**src/sv/ultrasonic_echo_ranger_defines.svh**
```systemverilog
// Assertion macros shared by the ultrasonic echo ranger RTL.
// Expects i_clk and i_rst_n in the scope of each use.
`ifndef ULTRASONIC_ECHO_RANGER_DEFINES_SVH
`define ULTRASONIC_ECHO_RANGER_DEFINES_SVH

// same-cycle implication, held off during reset
`define URE_ASSERT_NOW(label, ante, cons, msg) \
    label: assert property (@(posedge i_clk) disable iff (!i_rst_n) (ante) |-> (cons)) \
        else $error(msg);

// next-cycle implication, held off during reset
`define URE_ASSERT_NEXT(label, ante, cons, msg) \
    label: assert property (@(posedge i_clk) disable iff (!i_rst_n) (ante) |=> (cons)) \
        else $error(msg);

`endif

```
**src/sv/ure_pkg.sv**
```systemverilog
// Shared types and constants for the ultrasonic echo ranger.
// No dependencies; used by every module of the block.
package ure_pkg;

    typedef enum logic [1:0] {
        PH_IDLE,
        PH_TRIG,
        PH_WAIT,
        PH_MEAS
    } t_phase;

    // register index = paddr[4:2]
    typedef enum logic [2:0] {
        REG_TRIGGER    = 3'd0,
        REG_TIMEOUT    = 3'd1,
        REG_RANGE_LOW  = 3'd2,
        REG_RANGE_HIGH = 3'd3,
        REG_SCALE      = 3'd4
    } t_reg_idx;

    localparam int TRIG_W     = 10;
    localparam int PULSE_W    = 16;
    localparam int SCALE_W    = 8;
    localparam int DIST_W     = 18;
    localparam int PROD_W     = PULSE_W + SCALE_W;
    localparam int RECIP_W    = 25;
    localparam int RECIP_SHIFT = 31;
    localparam int MUL_W      = PROD_W + RECIP_W;
    localparam int IN_TDATA_W  = 8;
    localparam int OUT_TDATA_W = 40;
    localparam int ADDR_W     = 5;
    localparam int APB_W      = 32;

    // ceil(2^31 / 100): exact quotient for every 24-bit dividend
    localparam logic [RECIP_W-1:0] RECIP_100 = 25'd21474837;

    localparam logic [TRIG_W-1:0]  TRIGGER_RST    = 10'd10;
    localparam logic [PULSE_W-1:0] TIMEOUT_RST    = 16'd32768;
    localparam logic [PULSE_W-1:0] RANGE_LOW_RST  = 16'd1000;
    localparam logic [PULSE_W-1:0] RANGE_HIGH_RST = 16'd5000;
    localparam logic [SCALE_W-1:0] SCALE_RST      = 8'd17;

    typedef struct packed {
        logic [TRIG_W-1:0]  trigger_ticks;
        logic [PULSE_W-1:0] timeout_ticks;
        logic [PULSE_W-1:0] range_low;
        logic [PULSE_W-1:0] range_high;
        logic [SCALE_W-1:0] scale_mult;
    } t_cfg;

    // per-tick result of the phase sequencer, before distance and range
    typedef struct packed {
        logic               trigger;
        logic               busy;
        logic               done;
        logic               timed_out;
        logic [PULSE_W-1:0] pulse;
    } t_raw;

endpackage

```
**src/sv/ure_front.sv**
```systemverilog
// Phase sequencer: takes one tick per transfer and produces the raw result.
// Depends on ure_pkg.
module ure_front #(
    parameter int COUNT_WIDTH = 16
) (
    input  logic            i_clk,
    input  logic            i_rst_n,
    input  logic            i_valid,
    output logic            o_ready,
    input  logic            i_start,
    input  logic            i_echo,
    input  ure_pkg::t_cfg   i_cfg,
    input  logic            i_full,
    output logic            o_push,
    output ure_pkg::t_raw   o_raw
);

    localparam int CW = (COUNT_WIDTH > ure_pkg::PULSE_W) ? COUNT_WIDTH : ure_pkg::PULSE_W;

    ure_pkg::t_phase        r_phase, n_phase;
    logic [COUNT_WIDTH-1:0] r_pc, n_pc;
    logic [COUNT_WIDTH-1:0] r_since, n_since;
    logic                   r_echo_prev;

    logic                   accept;
    logic                   rise, fall;
    logic [COUNT_WIDTH-1:0] pc_inc, since_inc;
    logic [CW-1:0]          tlen, pc_wide;
    logic                   trig_end, tout_hit, start_short;
    logic [ure_pkg::PULSE_W-1:0] pulse_sat;

    assign o_ready = !i_full;
    assign accept  = i_valid && !i_full;
    assign o_push  = accept;

    assign rise = i_echo && !r_echo_prev;
    assign fall = !i_echo && r_echo_prev;

    assign pc_inc    = (r_pc == '1) ? r_pc : r_pc + COUNT_WIDTH'(1);
    assign since_inc = (r_since == '1) ? r_since : r_since + COUNT_WIDTH'(1);

    // zero trigger length acts as one
    assign tlen = (i_cfg.trigger_ticks == '0) ? CW'(1) : CW'(i_cfg.trigger_ticks);
    assign start_short = (tlen == CW'(1));
    assign trig_end = (CW'(pc_inc) >= tlen) || (pc_inc == '1);
    assign tout_hit = (CW'(since_inc) >= CW'(i_cfg.timeout_ticks)) || (since_inc == '1);

    assign pc_wide   = CW'(r_pc);
    assign pulse_sat = (pc_wide > CW'({ure_pkg::PULSE_W{1'b1}})) ?
                       {ure_pkg::PULSE_W{1'b1}} : pc_wide[ure_pkg::PULSE_W-1:0];

    // next state
    always_comb begin
        n_phase = r_phase;
        n_pc    = r_pc;
        n_since = r_since;
        case (r_phase)
            ure_pkg::PH_IDLE: begin
                if (i_start) begin
                    n_pc    = COUNT_WIDTH'(1);
                    n_since = '0;
                    n_phase = start_short ? ure_pkg::PH_WAIT : ure_pkg::PH_TRIG;
                end
            end
            ure_pkg::PH_TRIG: begin
                n_pc = pc_inc;
                if (trig_end) begin
                    n_phase = ure_pkg::PH_WAIT;
                    n_since = '0;
                end
            end
            ure_pkg::PH_WAIT, ure_pkg::PH_MEAS: begin
                n_since = since_inc;
                if ((r_phase == ure_pkg::PH_MEAS) && fall) begin
                    n_phase = ure_pkg::PH_IDLE;
                    n_pc    = '0;
                end else if (tout_hit) begin
                    n_phase = ure_pkg::PH_IDLE;
                    n_pc    = '0;
                end else if (r_phase == ure_pkg::PH_WAIT) begin
                    if (rise) begin
                        n_phase = ure_pkg::PH_MEAS;
                        n_pc    = COUNT_WIDTH'(1);
                    end
                end else begin
                    n_pc = pc_inc;
                end
            end
            default: begin
                n_phase = ure_pkg::PH_IDLE;
            end
        endcase
    end

    // outputs; a falling edge wins over the timeout
    always_comb begin
        o_raw = '0;
        case (r_phase)
            ure_pkg::PH_IDLE: begin
                o_raw.trigger = i_start;
            end
            ure_pkg::PH_TRIG: begin
                o_raw.trigger = 1'b1;
            end
            ure_pkg::PH_WAIT, ure_pkg::PH_MEAS: begin
                if ((r_phase == ure_pkg::PH_MEAS) && fall) begin
                    o_raw.done  = 1'b1;
                    o_raw.pulse = pulse_sat;
                end else if (tout_hit) begin
                    o_raw.done      = 1'b1;
                    o_raw.timed_out = 1'b1;
                end
            end
            default: begin
                o_raw = '0;
            end
        endcase
        o_raw.busy = (n_phase != ure_pkg::PH_IDLE);
    end

    always_ff @(posedge i_clk) begin
        if (!i_rst_n) begin
            r_phase     <= ure_pkg::PH_IDLE;
            r_pc        <= '0;
            r_since     <= '0;
            r_echo_prev <= 1'b0;
        end else if (accept) begin
            r_phase     <= n_phase;
            r_pc        <= n_pc;
            r_since     <= n_since;
            r_echo_prev <= i_echo;
        end
    end

endmodule

```
**src/sv/ure_queue.sv**
```systemverilog
// Two-entry queue of raw results between the sequencer and the arithmetic.
// Depends on ure_pkg.
module ure_queue (
    input  logic          i_clk,
    input  logic          i_rst_n,
    input  logic          i_push,
    input  ure_pkg::t_raw i_data,
    output logic          o_full,
    output logic          o_valid,
    output ure_pkg::t_raw o_data,
    input  logic          i_pop
);

    ure_pkg::t_raw r_mem [2];
    logic          r_wr, r_rd;
    logic [1:0]    r_count;
    logic          do_pop;

    assign o_full  = (r_count == 2'd2);
    assign o_valid = (r_count != 2'd0);
    assign o_data  = r_mem[r_rd];
    assign do_pop  = i_pop && o_valid;

    always_ff @(posedge i_clk) begin
        if (i_push) begin
            r_mem[r_wr] <= i_data;
        end
    end

    always_ff @(posedge i_clk) begin
        if (!i_rst_n) begin
            r_wr    <= 1'b0;
            r_rd    <= 1'b0;
            r_count <= 2'd0;
        end else begin
            if (i_push) begin
                r_wr <= ~r_wr;
            end
            if (do_pop) begin
                r_rd <= ~r_rd;
            end
            case ({i_push, do_pop})
                2'b10:   r_count <= r_count + 2'd1;
                2'b01:   r_count <= r_count - 2'd1;
                default: r_count <= r_count;
            endcase
        end
    end

endmodule

```
**src/sv/ure_back.sv**
```systemverilog
// Result arithmetic: scale product, divide by 100 by reciprocal, range check.
// Two register stages, the second is the output register. Depends on ure_pkg.
module ure_back (
    input  logic          i_clk,
    input  logic          i_rst_n,
    input  logic          i_valid,
    output logic          o_ready,
    input  ure_pkg::t_raw i_raw,
    input  ure_pkg::t_cfg i_cfg,
    output logic          o_valid,
    input  logic          i_ready,
    output logic [ure_pkg::OUT_TDATA_W-1:0] o_tdata
);

    logic                           r_v1, r_v2;
    ure_pkg::t_raw                  r_raw1, r_raw2;
    logic                           r_inr1, r_inr2;
    logic [ure_pkg::PROD_W-1:0]     r_prod1;
    logic [ure_pkg::MUL_W-1:0]      r_mul2;
    logic                           s2_ready, s1_ready;
    logic                           in_range;
    logic [ure_pkg::DIST_W-1:0]     dist_mm;

    assign s2_ready = !r_v2 || i_ready;
    assign s1_ready = !r_v1 || s2_ready;
    assign o_ready  = s1_ready;
    assign o_valid  = r_v2;

    // a zero pulse never passes the lower bound, so no gating on done
    assign in_range = (i_cfg.range_low < i_raw.pulse) && (i_raw.pulse < i_cfg.range_high);

    always_ff @(posedge i_clk) begin
        if (s1_ready) begin
            r_raw1  <= i_raw;
            r_inr1  <= in_range;
            r_prod1 <= ure_pkg::PROD_W'(i_raw.pulse) * ure_pkg::PROD_W'(i_cfg.scale_mult);
        end
        if (s2_ready) begin
            r_raw2 <= r_raw1;
            r_inr2 <= r_inr1;
            r_mul2 <= ure_pkg::MUL_W'(r_prod1) * ure_pkg::MUL_W'(ure_pkg::RECIP_100);
        end
    end

    always_ff @(posedge i_clk) begin
        if (!i_rst_n) begin
            r_v1 <= 1'b0;
            r_v2 <= 1'b0;
        end else begin
            if (s1_ready) begin
                r_v1 <= i_valid;
            end
            if (s2_ready) begin
                r_v2 <= r_v1;
            end
        end
    end

    assign dist_mm = r_mul2[ure_pkg::RECIP_SHIFT +: ure_pkg::DIST_W];

    assign o_tdata = {1'b0, r_inr2, dist_mm, r_raw2.pulse, r_raw2.timed_out,
                      r_raw2.done, r_raw2.busy, r_raw2.trigger};

endmodule

```
**src/sv/ultrasonic_echo_ranger.sv**
```systemverilog
// Ultrasonic echo ranger: one transfer in per tick (start request and echo
// level), one transfer out per tick carrying trigger level, busy, done,
// timeout flag, pulse width, distance in millimetres and an in-range flag.
// The block takes one tick every clock cycle while its queue is not full;
// the phase sequencer updates its phase, tick counters and echo history in
// the cycle a tick is accepted. The edge that accepts a tick also writes its
// raw result into the queue; from there it moves into the product stage and
// then into the output register, from which it transfers. A two-entry queue
// lets the input keep flowing while the output stalls, until the queue fills.
// Distance is pulse_ticks * scale_mult / 100, truncated, formed by a 16x8
// product followed by an exact reciprocal multiply. Registers sit on an APB
// port at byte addresses 0, 4, 8, 12 and 16; write them only while no
// measurement or result is in flight. Depends on ure_pkg, ure_front,
// ure_queue, ure_back and ultrasonic_echo_ranger_defines.svh.
`include "ultrasonic_echo_ranger_defines.svh"

module ultrasonic_echo_ranger #(
    parameter int COUNT_WIDTH = 16
) (
    input  logic                              i_clk,
    input  logic                              i_rst_n,
    // tick stream
    input  logic                              s_tvalid,
    output logic                              s_tready,
    // [0] start_req, [1] echo, [7:2] zero
    input  logic [ure_pkg::IN_TDATA_W-1:0]    s_tdata,
    // result stream
    output logic                              m_tvalid,
    input  logic                              m_tready,
    // [0] trigger, [1] busy_res, [2] done_res, [3] timed_out,
    // [19:4] pulse_ticks, [37:20] distance_mm, [38] in_range, [39] zero
    output logic [ure_pkg::OUT_TDATA_W-1:0]   m_tdata,
    // configuration
    input  logic                              psel,
    input  logic                              penable,
    input  logic                              pwrite,
    input  logic [ure_pkg::ADDR_W-1:0]        paddr,
    input  logic [ure_pkg::APB_W-1:0]         pwdata,
    output logic [ure_pkg::APB_W-1:0]         prdata,
    output logic                              pready
);

    ure_pkg::t_cfg  r_cfg;
    logic           cfg_wr;
    logic [2:0]     reg_idx;

    logic           q_full, q_valid, q_pop, f_push;
    ure_pkg::t_raw  f_raw, q_raw;

    logic           res_busy, res_done, res_tout, res_blank;
    logic           scale_wr;
    logic [ure_pkg::SCALE_W-1:0] scale_wdata;

    // ---------------------------------------------------------------
    // Configuration registers: written on the access phase of a transfer
    // ---------------------------------------------------------------
    assign pready  = 1'b1;
    assign reg_idx = paddr[ure_pkg::ADDR_W-1:2];
    assign cfg_wr  = psel && penable && pwrite && pready;

    always_ff @(posedge i_clk) begin
        if (!i_rst_n) begin
            r_cfg.trigger_ticks <= ure_pkg::TRIGGER_RST;
            r_cfg.timeout_ticks <= ure_pkg::TIMEOUT_RST;
            r_cfg.range_low     <= ure_pkg::RANGE_LOW_RST;
            r_cfg.range_high    <= ure_pkg::RANGE_HIGH_RST;
            r_cfg.scale_mult    <= ure_pkg::SCALE_RST;
        end else if (cfg_wr) begin
            case (reg_idx)
                ure_pkg::REG_TRIGGER:    r_cfg.trigger_ticks <= pwdata[ure_pkg::TRIG_W-1:0];
                ure_pkg::REG_TIMEOUT:    r_cfg.timeout_ticks <= pwdata[ure_pkg::PULSE_W-1:0];
                ure_pkg::REG_RANGE_LOW:  r_cfg.range_low     <= pwdata[ure_pkg::PULSE_W-1:0];
                ure_pkg::REG_RANGE_HIGH: r_cfg.range_high    <= pwdata[ure_pkg::PULSE_W-1:0];
                ure_pkg::REG_SCALE:      r_cfg.scale_mult    <= pwdata[ure_pkg::SCALE_W-1:0];
                default: begin
                    // drop writes outside the register map
                end
            endcase
        end
    end

    // read back; addresses outside the map read as zero
    always_comb begin
        case (reg_idx)
            ure_pkg::REG_TRIGGER:    prdata = ure_pkg::APB_W'(r_cfg.trigger_ticks);
            ure_pkg::REG_TIMEOUT:    prdata = ure_pkg::APB_W'(r_cfg.timeout_ticks);
            ure_pkg::REG_RANGE_LOW:  prdata = ure_pkg::APB_W'(r_cfg.range_low);
            ure_pkg::REG_RANGE_HIGH: prdata = ure_pkg::APB_W'(r_cfg.range_high);
            ure_pkg::REG_SCALE:      prdata = ure_pkg::APB_W'(r_cfg.scale_mult);
            default:                 prdata = '0;
        endcase
    end

    // ---------------------------------------------------------------
    // Front: phase sequencer, one tick per accepted transfer
    // ---------------------------------------------------------------
    ure_front #(
        .COUNT_WIDTH (COUNT_WIDTH)
    ) u_front (
        .i_clk   (i_clk),
        .i_rst_n (i_rst_n),
        .i_valid (s_tvalid),
        .o_ready (s_tready),
        .i_start (s_tdata[0]),
        .i_echo  (s_tdata[1]),
        .i_cfg   (r_cfg),
        .i_full  (q_full),
        .o_push  (f_push),
        .o_raw   (f_raw)
    );

    // ---------------------------------------------------------------
    // Queue: hold raw results while the back end or the sink stalls
    // ---------------------------------------------------------------
    ure_queue u_queue (
        .i_clk   (i_clk),
        .i_rst_n (i_rst_n),
        .i_push  (f_push),
        .i_data  (f_raw),
        .o_full  (q_full),
        .o_valid (q_valid),
        .o_data  (q_raw),
        .i_pop   (q_pop)
    );

    // ---------------------------------------------------------------
    // Back: distance and range arithmetic, output register
    // ---------------------------------------------------------------
    ure_back u_back (
        .i_clk   (i_clk),
        .i_rst_n (i_rst_n),
        .i_valid (q_valid),
        .o_ready (q_pop),
        .i_raw   (q_raw),
        .i_cfg   (r_cfg),
        .o_valid (m_tvalid),
        .i_ready (m_tready),
        .o_tdata (m_tdata)
    );

    // ---------------------------------------------------------------
    // Checks
    // ---------------------------------------------------------------
    assign res_busy    = m_tdata[1];
    assign res_done    = m_tdata[2];
    assign res_tout    = m_tdata[3];
    assign res_blank   = (m_tdata[19:4] == '0) && (m_tdata[37:20] == '0) && !m_tdata[38];
    assign scale_wr    = cfg_wr && (reg_idx == ure_pkg::REG_SCALE);
    assign scale_wdata = pwdata[ure_pkg::SCALE_W-1:0];

    // a finished measurement always leaves the block idle
    `URE_ASSERT_NOW(a_done_not_busy, m_tvalid && res_done, !res_busy, "done while busy")
    // a timeout carries no width, distance or range result
    `URE_ASSERT_NOW(a_tout_empty, m_tvalid && res_tout, res_done && res_blank, "timeout with payload")
    // a scale write lands in the register on the next cycle
    `URE_ASSERT_NEXT(a_scale_write, scale_wr, r_cfg.scale_mult == $past(scale_wdata), "scale write lost")

endmodule

```
**config.mk**
```make
export PLATFORM = sky130hd
export DESIGN_NAME = ultrasonic_echo_ranger
export DESIGN_NICKNAME = d
export VERILOG_FILES = /design/src/sv/ure_pkg.sv /design/src/sv/ure_front.sv /design/src/sv/ure_queue.sv /design/src/sv/ure_back.sv /design/src/sv/ultrasonic_echo_ranger.sv
export VERILOG_INCLUDE_DIRS = /design/src /design/src/sv
export SDC_FILE = /design/constraint.sdc
export NUM_CORES = 1
export LEC_CHECK = 0
export ABC_AREA = 1
export BUFFER_PORTS_ARGS = -buffer_cell sky130_fd_sc_hd__buf_2
export CORE_UTILIZATION = 35
export CTS_BUF_LIST = sky130_fd_sc_hd__clkbuf_4 sky130_fd_sc_hd__clkbuf_8
export DETAILED_ROUTE_END_ITERATION = 10
export HOLD_SLACK_MARGIN = 0.15
export SLEW_MARGIN = 20
export SYNTH_ARGS = -nofsm -noshare
export SYNTH_HDL_FRONTEND = slang
export SYNTH_HIERARCHICAL = 1
export SYNTH_SLANG_ARGS = --single-unit
```
**constraint.sdc**
```tcl
create_clock -name i_clk -period 11.3 [get_ports i_clk]
set_clock_uncertainty 0.05 [all_clocks]
set_input_delay 2.26 -clock i_clk [delete_from_list [all_inputs] [get_ports i_clk]]
set_output_delay 2.26 -clock i_clk [all_outputs]
set_load 0.1 [all_outputs]
```
Yosys cells after proc, flatten, opt, wreduce, memory -nomap -nowiden
Memory sizes are Yosys's and may differ from the RTL's. A register that Yosys moved wholly into a read port is not among the register bits.
Index checks and enable logic that the tools add are counted.
{ "classes": {"n_addsub": 4, "mul": 2, "order_cmp": 5, "eq_ne": 18, "n_mux": 33, "bitwise": 2, "reduce_logical": 31} }
{ "op_table": {"columns": ["cell", "n"], "rows": [
  ["16-bit 2-to-1 mux", 11],
  ["16-bit case mux with 3 select lines", 2],
  ["16-bit case mux with 5 select lines", 1],
  ["16-bit == test, second input constant", 4],
  ["24-bit by 25-bit multiplier with 49-bit output, second input constant", 1],
  ["16-bit by 1-bit adder with 16-bit output, second input constant", 2],
  ["16-bit >= comparator", 2],
  ["16-bit less-than comparator", 2],
  ["16-bit by 8-bit multiplier with 24-bit output", 1],
  ["18-bit 2-to-1 mux", 1],
  ["16-bit by 1-bit == test with 1-bit output, second input constant", 1],
  ["16-bit greater-than comparator, second input constant", 1],
  ["2-bit 2-to-1 mux", 8],
  ["10-bit zero test", 1],
  ["10-bit 2-to-1 mux", 1],
  ["2-bit AND reduction", 5],
  ["2-bit == test, second input constant", 4],
  ["1-bit logical AND", 8],
  ["3-bit by 2-bit == test with 1-bit output, second input constant", 2],
  ["1-bit 2-to-1 mux", 6],
  ["2-bit case mux with 3 select lines", 1],
  ["3-bit AND reduction", 2],
  ["2-bit nonzero test", 3],
  ["1-bit zero test", 5],
  ["15 further kinds", 20]
]} }
{ "word_totals": {"regBits": 222, "mem_bits_rw": 40, "in_bits": 52, "output_inout_bits": 75, "elab_cells": 124, "n_memories": 1} }
{ "memory_table": {"columns": ["name", "words", "word_bits", "read_ports", "rd_clocked_by_memory_dff", "wr", "line_no", "source"], "rows": [
  ["u_queue.r_mem", 2, 20, 1, 1, 1, "ure_queue.sv:14", "ure_pkg::t_raw r_mem [2];"]
]} }

Longest topological paths before layout
Gate-level depths: netlist of run 1.
{ "depth": {"ltp_word": 8, "ltp_mapped": 26, "mapped_depth_nobuf": 26} }

Modules after synthesis
Netlist of run 1, hierarchy kept.
{ "modules_own_cells": {"columns": ["module", "instances", "cells_each", "area_per_inst_um2", "seq_area_each_um2"], "rows": [
  ["ure_back", 1, 2120, 18382.6, 2562.5],
  ["ure_front", 1, 535, 3425.8, 700.7],
  ["ultrasonic_echo_ranger", 1, 523, 3344.5, 1321.3],
  ["ure_queue", 1, 98, 1759.2, 1301.2]
]} }

Worst setup path before layout of run 1
No wires, ideal clock.
{ "synth_path": {"kind": "input to output", "start": "input paddr[4] in the netlist's numbering", "end": "output prdata[15] in the netlist's numbering", "arrival_time_ns": 3.755, "slack_ns": 5.235, "cell_stages": 7, "path_buffers": 2, "path_cell_list": "buf_4 -> inv_2 -> nand2_1 -> nor2_2 -> buf_2 -> nand2_1 -> nand3_1"} }
{ "synth_between": {"elab_chain_cells": 2, "elab_cells_between_ends": 6, "cone_classes": "4 x eq/ne; 1 x mux; 1 x reduce/logical"} }
{ "synth_lines": {"columns": ["item", "line_no", "source"], "rows": [
  ["start: declaration", "ultrasonic_echo_ranger.sv:37", "input logic [ure_pkg::ADDR_W-1:0] paddr,"],
  ["3-bit == test (tied with other cells)", "ultrasonic_echo_ranger.sv:84", "case (reg_idx)"],
  ["16-bit case mux with 5 select lines (*)", "ultrasonic_echo_ranger.sv:84", null],
  ["end: declaration", "ultrasonic_echo_ranger.sv:39", "output logic [ure_pkg::APB_W-1:0] prdata,"]
]} }
Mark *: on every way between the ends. The rest lies on a longest branch, timed or not.

Worst setup path in the final report of run 1
{ "layout_path": {"start": "input paddr[4] in the netlist's numbering", "end": "output prdata[6] in the netlist's numbering"} }
Same word-level chain as after synthesis.

==> reports/qor.yml, run 1 <==
clock_network:
  cts_resized: 0
  tritoncts.num_buffers: 42
  clk_pin_slew_worst_paths_ns: 0.06
  htreeDepth: 2
  clk_latency_ns: 0.63
  cts_tree: "built"
  cts_sinks: 232
  post_cts_buffers: 0
  max-clock-path-buffers: 3
  clock-root-buffer: "clkbuf_8"
  ctsHoldBuffers: 0
final_layout:
  post-route-util_pct: 38.3
  regArea_um2: 5890
  multi_input_area_um2: 17900
  syn2layout_area_growth_pct: 8.02
  drive_above_1_share_pct: 8.62
  finalNetCount: 4022
  layout_commonest_cell: "inv_1"
  final.fill_count: 7868
  final_cell_mix: "inv_1, nand2_1, ha_1, fa_1, nor2_1"
  stdcell_area_um2: 29100
yosys:
  synth_cell_types: 57
  syn_avg_cell_area_um2: 8.21
  synth_edf_count: 124
  yosys_register_bits: 232
  async_flop_share_pct: 0
  yosysWarnings: 6
  ys.flop_type: "edfxtp_1"
  synth_area_um2: 26900
  syn_inst: 3276
  ys_seq_area_share_pct: 21.9
floorplan:
  start_util_pct: 35.4
  fp.dieW_um: 279
  core_area_um2: 75900
  boundaryPins: 127
  die_h_um: 279
  num_rows: 101
  die-area_um2: 78000
placement:
  place.gp.congestion: 0.941
  place_ws_ns: 4.62
  placed_area_um2: 28200
  portBuffers: 84
  hpwl_um: 56400
global_routing:
  grt_usage_pct: 18.1
  antenna_found_initial: 3
  grt_pass1_wl_um: 111000
  gr-total-overflow: 0
  first_global_vias: 20800
  grt_max_degree: 79
sta:
  tns_ns: 0
  worst_pin_slew_ns: 1.01
  rsz0062_at_grt: "no"
  max_freq_mhz: 149
  final_max_slew_viol_count: 0
  max-slew-margin-rel_pct: 32.5
  fin_crit_ns: 6.71
  min_period_over_period_pct: 59.4
  hold_violations: 0
  setup_viol: 0
  final.setup.worst_slack_ns: 4.59
drt:
  drt_iter0_markers: 1205
  met3_length_um: 3360
  drc: 0
  first_pass_iters: 5
  routedWlPerCell_um: 15.8
  vias: 20700
  ant_nets: 0
  wl_met2_um: 33500
  wl_met1_um: 30600
  top_layer: "met5"
  avgViaCountPerCell: 4.72
  wl_um: 69400
critical_path:
  cp-start-kind: "input port"
  path_max_fanout: 26
  arrival_ns: 4.40
  cp-end-kind: "output port"
  crit_type: "in2out"
  required_ns: 8.99
job:
  maxCapViolCount: 0
worst_hold_path:
  hold_class: "reg2reg"
status:
  status: "complete, no violations"
-- stage by stage --
step / cells / hold slack, ns
after detailed placement: 4317 / 0.355
after CTS: 4394 / 0.369
final: 4395 / 0.367
after global placement: 4317 / 0.351
after floorplan: 3291 / 0.350
after global routing: 4394 / 0.374
-- flip-flops by register name (all words and copies together), names as in the netlist, 16 cells and up, named ones only --
register and flops:
r_cfg 66, u_queue/r_mem 40, u_back/r_prod1 24, u_back/o_tdata 20, u_back/r_raw1 20, u_back/r_mul2 18, u_front/pc_wide 16, u_front/r_since 16
-- metal layers --
layer | track usage, % | vias up
met3 | 2.19 | 114
met1 | 23.2 | 9809
li1 | - | 10300
met5 | 0 | -
met2 | 31.7 | 490
met4 | 5.52 | 2
-- cell usage after synthesis (21+ instances only) --
master / number / area, µm²
edfxtp_1: 124 / 3720
fa_1: 285 / 5710
xor2_1: 23 / 201
buf_4: 29 / 218
o21ai_0: 58 / 290
nand3_1: 167 / 836
clkbuf_1: 44 / 165
ha_1: 354 / 4430
nor2_1: 256 / 961
nor3_1: 21 / 105
nand4_1: 61 / 382
dfxtp_1: 108 / 2160
nand2_1: 668 / 2510
inv_1: 706 / 2650
a21oi_1: 144 / 721
-- final timing paths --
check / start / to / slack, ns / cells past startpoint
setup / recovery: paddr[4] / prdata[6] / 4.59 / 9
hold / removal: u_back/r_raw1[17] / u_back/o_tdata[2] / 0.37 / 0
setup reg to reg: u_back/r_prod1[7] / u_back/r_mul2[44] / 4.66 / 22
hold reg to reg: u_back/r_raw1[17] / u_back/o_tdata[2] / 0.37 / 0
-- worst max-delay path, cell delays in order --
cell and delay, ns:
buf_2 0.15, inv_2 0.36, nand2_1 0.12, nor2_2 0.78, nand2_1 0.10, nand2_1 0.09
inv_1 0.04, nand2_1 0.05, buf_2 0.42
-- final cells by class --
cell class,count,share of cell area (%)
multi-input cells,2243,61.4
flip-flops and latches,232,20.2
inverters,722,9.33
well taps,1030,4.43
clock buffers,62,2.61
repair buffers,90,1.60
clock inverters,15,0.344
diodes,1,0.00861
-- logic make-up after synthesis --
| group | after synthesis | share of synthesized area [%] |
|---|---|---|
| buffers and inverters | 816 | 12.1 |
| other | 3 | 0.0418 |
| DFF | 232 | 21.9 |
| adders and majority gates | 639 | 37.7 |
| muxes | 21 | 1.16 |
| AOI/OAI and AO/OA | 264 | 5.45 |
| and+or+nand+nor | 1268 | 20.7 |
| xor gates and xnor gates | 33 | 1.07 |
Power of run 1 is left out: the tool's default activity adds up to more than one toggle a clock period on the data nets, which glitch-free logic cannot reach.
==> inputs of run 2 (changes only) <==
==> constraint.sdc (replaced) <==
create_clock -name i_clk -period 6.94 [get_ports i_clk]
set_clock_uncertainty 0.05 [all_clocks]
set_input_delay 1.388 -clock i_clk [delete_from_list [all_inputs] [get_ports i_clk]]
set_output_delay 1.388 -clock i_clk [all_outputs]
set_load 0.1 [all_outputs]
==> run 2 against run 1 <==
Cell area is 0.16% higher. Wire length rose by 1.2%. Clock-buffer cell count decreased by 3. Sequential share of layout area barely moved. Utilization grew 0.061 points. Sequential cell count unchanged. Cell count is essentially flat. First-iteration DRC count shrank 12%. Non-clock buffer count grew 4. Global-route usage increased by 0.25 points.
==> reports/qor.yml, run 2 (synthesis gave the netlist of run 1 again) <==
status:
  status: "complete, no violations"
final_layout:
  reg.largest.list: "r_cfg x66, u_queue/r_mem x40, u_back/r_prod1 x24"
  fin_cells: 4397
  syn2layout_area_growth_pct: 8.19
  final.fill_count: 7897
  antenna_cells: 0
  finalNetCount: 4027
  layout_commonest_cell: "inv_1"
  drive_above_1_share_pct: 8.70
  final_cell_mix: "inv_1, nand2_1, ha_1, fa_1, nor2_1"
  largest_reg_flops: 66
  regArea_um2: 5890
  multi_input_area_um2: 17900
  top_register: "r_cfg"
clock_network:
  ctsHoldBuffers: 0
  clk_pin_slew_worst_paths_ns: 0.09
  clk_latency_ns: 0.62
  max-clock-path-buffers: 3
  post_cts_buffers: 0
  cts_tree: "built"
  cts_resized: 0
  htreeDepth: 2
  cts_sinks: 232
  clock-root-buffer: "clkbuf_8"
  tritoncts.num_buffers: 43
critical_path:
  cp-end-kind: "flip-flop"
  path_max_fanout: 7
  required_ns: 7.26
  crit_family: "adder cells"
  worstPathCellList: "fa_1, inv_1, fa_1, inv_1, fa_1, inv_1, fa_1, fa_1, fa_1, inv_1, fa_1, inv_1, ha_1, a21oi_1, o21ai_0, a21oi_1, o21ai_0, nand2_1, nand3_2, nand2_1, nand2_1"
  cp_num_buf_inv: 5
  cp-start-kind: "flip-flop"
  arrival_ns: 6.63
  reg2reg_slack_ns: 0.63
  crit_path_max_incr_delay_ns: 0.61
  critical_path.slowest_cell: "edfxtp_1"
  crit_type: "reg2reg"
  crit_top_cell: "fa_1"
sta:
  rsz0062_at_grt: "no"
  final_max_slew_viol_count: 0
  hold_violations: 0
  fin_crit_ns: 6.31
  worst_pin_slew_ns: 1.03
  max-slew-margin-rel_pct: 31.3
  setup_viol: 0
  max_freq_mhz: 159
  tns_ns: 0
  hold-worst-slack_ns: 0.365
  final.setup.worst_slack_ns: 0.632
  min_period_over_period_pct: 90.9
floorplan:
  die_h_um: 279
  core_area_um2: 75900
  fp.dieW_um: 279
  start_util_pct: 35.4
  num_rows: 101
  die-area_um2: 78000
  boundaryPins: 127
drt:
  ant_nets: 0
  routedWlPerCell_um: 16.0
  vias: 20700
  first_pass_iters: 5
  avgViaCountPerCell: 4.71
  wl_um: 70200
  drc: 0
  drt_iter0_markers: 1066
worst_hold_path:
  hold_class: "reg2reg"
placement:
  portBuffers: 84
  place_ws_ns: 0.698
  place.gp.congestion: 0.934
  hpwl_um: 57100
  dp_cells: 4321
global_routing:
  grt_usage_pct: 18.4
  grt.met2_usage_pct: 32.5
  grt_max_degree: 79
  antenna_found_initial: 0
  grtUsageMet1_pct: 23.2
  grt.busiest_layer: "met2"
  grt_pass1_wl_um: 113000
  gr-total-overflow: 0
  met3_usage_pct: 2.41
  first_global_vias: 21400
job:
  maxCapViolCount: 0
[run 2: path summary, 6_finish.rpt]
kind | from | end | depth (start not counted)
worst max-delay path | u_back/r_prod1[6] | u_back/r_mul2[44] | 21
worst min-delay path | u_back/r_raw1[17] | u_back/o_tdata[2] | 0
worst max register to register | u_back/r_prod1[6] | u_back/r_mul2[44] | 21
worst min register to register | u_back/r_raw1[17] | u_back/o_tdata[2] | 0
[run 2: layout make-up]
type                    count  area share (%)
clock buffers              59            2.51
clock inverters            17           0.507
well taps                1030            4.43
repair buffers             94            1.70
flip-flops and latches    232            20.2
multi-input cells        2243            61.3
inverters                 722            9.31
[run 2: stage by stage]
stage,area [µm²],util (%)
after CTS,29100,38.3
after global routing,29100,38.3
after global placement,28200,37.2
after detailed placement,28200,37.2
final,29100,38.3
after floorplan,27000,-
[run 2: per-layer routing]
metal  vias to the layer above  wire length, µm
met4                         0             1800
met3                       107             3340
met1                      9798            30900
met2                       462            34200
li1                      10300                -
met5                         -                0
Power of run 2 is left out for the same reason.
==> inputs of run 3 (changes only) <==
--- a/config.mk
+++ b/config.mk
@@ -6,7 +6,6 @@
 export SDC_FILE = /design/constraint.sdc
 export NUM_CORES = 1
 export LEC_CHECK = 0
-export ABC_AREA = 1
 export BUFFER_PORTS_ARGS = -buffer_cell sky130_fd_sc_hd__buf_2
 export CORE_UTILIZATION = 35
 export CTS_BUF_LIST = sky130_fd_sc_hd__clkbuf_4 sky130_fd_sc_hd__clkbuf_8
==> run 3 against run 2 <==
Synthesized cell count shrank 24%. Non-clock buffer count grew 42. Worst setup slack lost 0.42 ns. Critical path depth grew 2. Cell area shrank 5.2%. Global-route usage shrank 2.0 points. Fmax shrank 6.2%. Cell count shrank 19%. Clock-buffer cell count shrank 2. First-iteration DRC count shrank 26%. Sequential share of layout area grew 1.1 points. Critical path type unchanged. Highest routed layer unchanged.
==> reports/qor.yml, run 3 <==
drt:
  first_pass_iters: 5
  drc: 0
  ant_nets: 0
  wl_um: 59400
  vias: 17300
  drt_iter0_markers: 792
  routedWlPerCell_um: 16.6
  avgViaCountPerCell: 4.83
clock_network:
  clock-root-buffer: "clkbuf_8"
  cts_tree: "built"
  cts_sinks: 232
  post_cts_buffers: 0
  clk_pin_slew_worst_paths_ns: 0.06
  htreeDepth: 2
  max-clock-path-buffers: 3
  clk_latency_ns: 0.63
  tritoncts.num_buffers: 42
final_layout:
  syn2layout_area_growth_pct: 10.3
  antenna_cells: 0
  finalNetCount: 3293
  drive_above_1_share_pct: 10.7
  top_register: "r_cfg"
  final_cell_mix: "inv_1, ha_1, fa_1, nand2_1, edfxtp_1"
  reg.largest.list: "r_cfg x66, u_queue/r_mem x40, u_back/r_prod1 x24"
  largest_reg_flops: 66
  layout_commonest_cell: "inv_1"
  stdcell_area_um2: 27600
yosys:
  syn_inst: 2500
  synth_cell_types: 86
  synth_edf_count: 124
  post-synth-top-count-cell: "inv_1"
  async_flop_share_pct: 0
  yosys.area.top_type: "fa_1"
  ys.flop_type: "edfxtp_1"
  synth-xor-area-share_pct: 2.10
  synth-simple-area-share_pct: 11.6
  synth_top_area_share_pct: 22.8
  synth_fa_ha_area_share_pct: 40.5
  synth_compound_area_share_pct: 8.45
  ys_seq_area_share_pct: 23.5
  synth_top_family_by_area: "adder cells"
  yosysWarnings: 6
  ys_top_cells_by_count: "inv_1, ha_1, fa_1"
  syn_avg_cell_area_um2: 10.0
  synth_area_leaders: "fa_1, ha_1, edfxtp_1"
  yosys_register_bits: 232
  synth_area_um2: 25000
  synth_mux_area_share_pct: 4.18
sta:
  fin_crit_ns: 6.73
  max-slew-margin-rel_pct: 33.5
  max_freq_mhz: 149
  hold_violations: 0
  setup_viol: 0
  rsz0062_at_grt: "no"
  worst_pin_slew_ns: 0.998
  hold-worst-slack_ns: 0.366
  min_period_over_period_pct: 96.9
  tns_ns: 0
  final.setup.worst_slack_ns: 0.215
  final_max_slew_viol_count: 0
floorplan:
  fp.dieW_um: 269
  die-area_um2: 72500
  core_area_um2: 70400
  die_h_um: 269
  num_rows: 97
  boundaryPins: 127
  start_util_pct: 35.5
placement:
  portBuffers: 84
  place.gp.congestion: 0.894
  place_ws_ns: 0.136
  placed_area_um2: 26600
  hpwl_um: 47400
critical_path:
  path_max_fanout: 4
  cp-end-kind: "flip-flop"
  reg2regPathDepth: 23
  arrival_ns: 7.04
  crit_type: "reg2reg"
  required_ns: 7.25
  cp-start-kind: "flip-flop"
worst_hold_path:
  hold_depth: 0
  hold_class: "reg2reg"
job:
  maxCapViolCount: 0
status:
  status: "complete, no violations"
global_routing:
  first_global_vias: 17500
  grt_usage_pct: 16.4
  grt_pass1_wl_um: 94700
  grt_max_degree: 83
  antenna_found_initial: 1
  gr-total-overflow: 0
run 3: final cells by class:
class | count | area [µm²]
inverters | 502 | 1880
multi-input cells | 1688 | 16800
fillers | 7037 | 42800
flip-flops and latches | 232 | 5890
clock buffers | 57 | 734
clock inverters | 20 | 280
repair buffers | 136 | 813
well taps | 940 | 1180
run 3: per-stage QoR:
step | util [%] | instances
floorplan | - | 2515
detailed placement | 37.7 | 3498
global placement | 37.7 | 3498
finish | 39.2 | 3575
CTS | 39.2 | 3575
global route | 39.2 | 3575
run 3: final timing paths:
check,from,to,slack (ns)
max,u_back/r_prod1[6],u_back/r_mul2[48],0.21
min,u_back/r_raw1[9],u_back/o_tdata[13],0.37
max reg2reg,u_back/r_prod1[6],u_back/r_mul2[48],0.21
min reg2reg,u_back/r_raw1[9],u_back/o_tdata[13],0.37
run 3: cell families (layout without fill, tap and decap cells):
kind of cell,count (synthesis),after routing
compound gates,311,311
mux,98,98
other cells,3,18
simple gates,562,562
xor+xnor,60,60
flops,232,232
fa+ha+maj,639,639
buf+inv,595,715
run 3: critical path, stage by stage, from the launching register on:
cell and delay, ns:
edfxtp_1 0.44, fa_1 0.55, inv_1 0.09, fa_1 0.55
inv_1 0.06, fa_1 0.54, inv_1 0.06, fa_1 0.51
fa_1 0.46, fa_1 0.56, inv_1 0.06, fa_1 0.60
inv_1 0.10, ha_4 0.29, and3_4 0.19, o211ai_1 0.10
o311ai_2 0.27, buf_4 0.19, a21oi_2 0.05, buf_4 0.16
o31ai_2 0.25, a21o_1 0.19, a21oi_2 0.07, xnor2_1 0.11
run 3: what timing repair did:
item                                    in CTS  in global routing
hold buffers                                 0                  0
endpoints found under the setup margin       0                  4
gates resized for setup                      0                  4
run 3: per-layer routing:
metal,wire length [µm],vias up,global-route usage (%)
met3,2580,90,2.50
met1,27100,8433,21.7
li1,-,8399,-
met5,0,-,0
met4,1760,0,5.55
met2,27900,349,27.2
Power of run 3 is left out for the same reason.
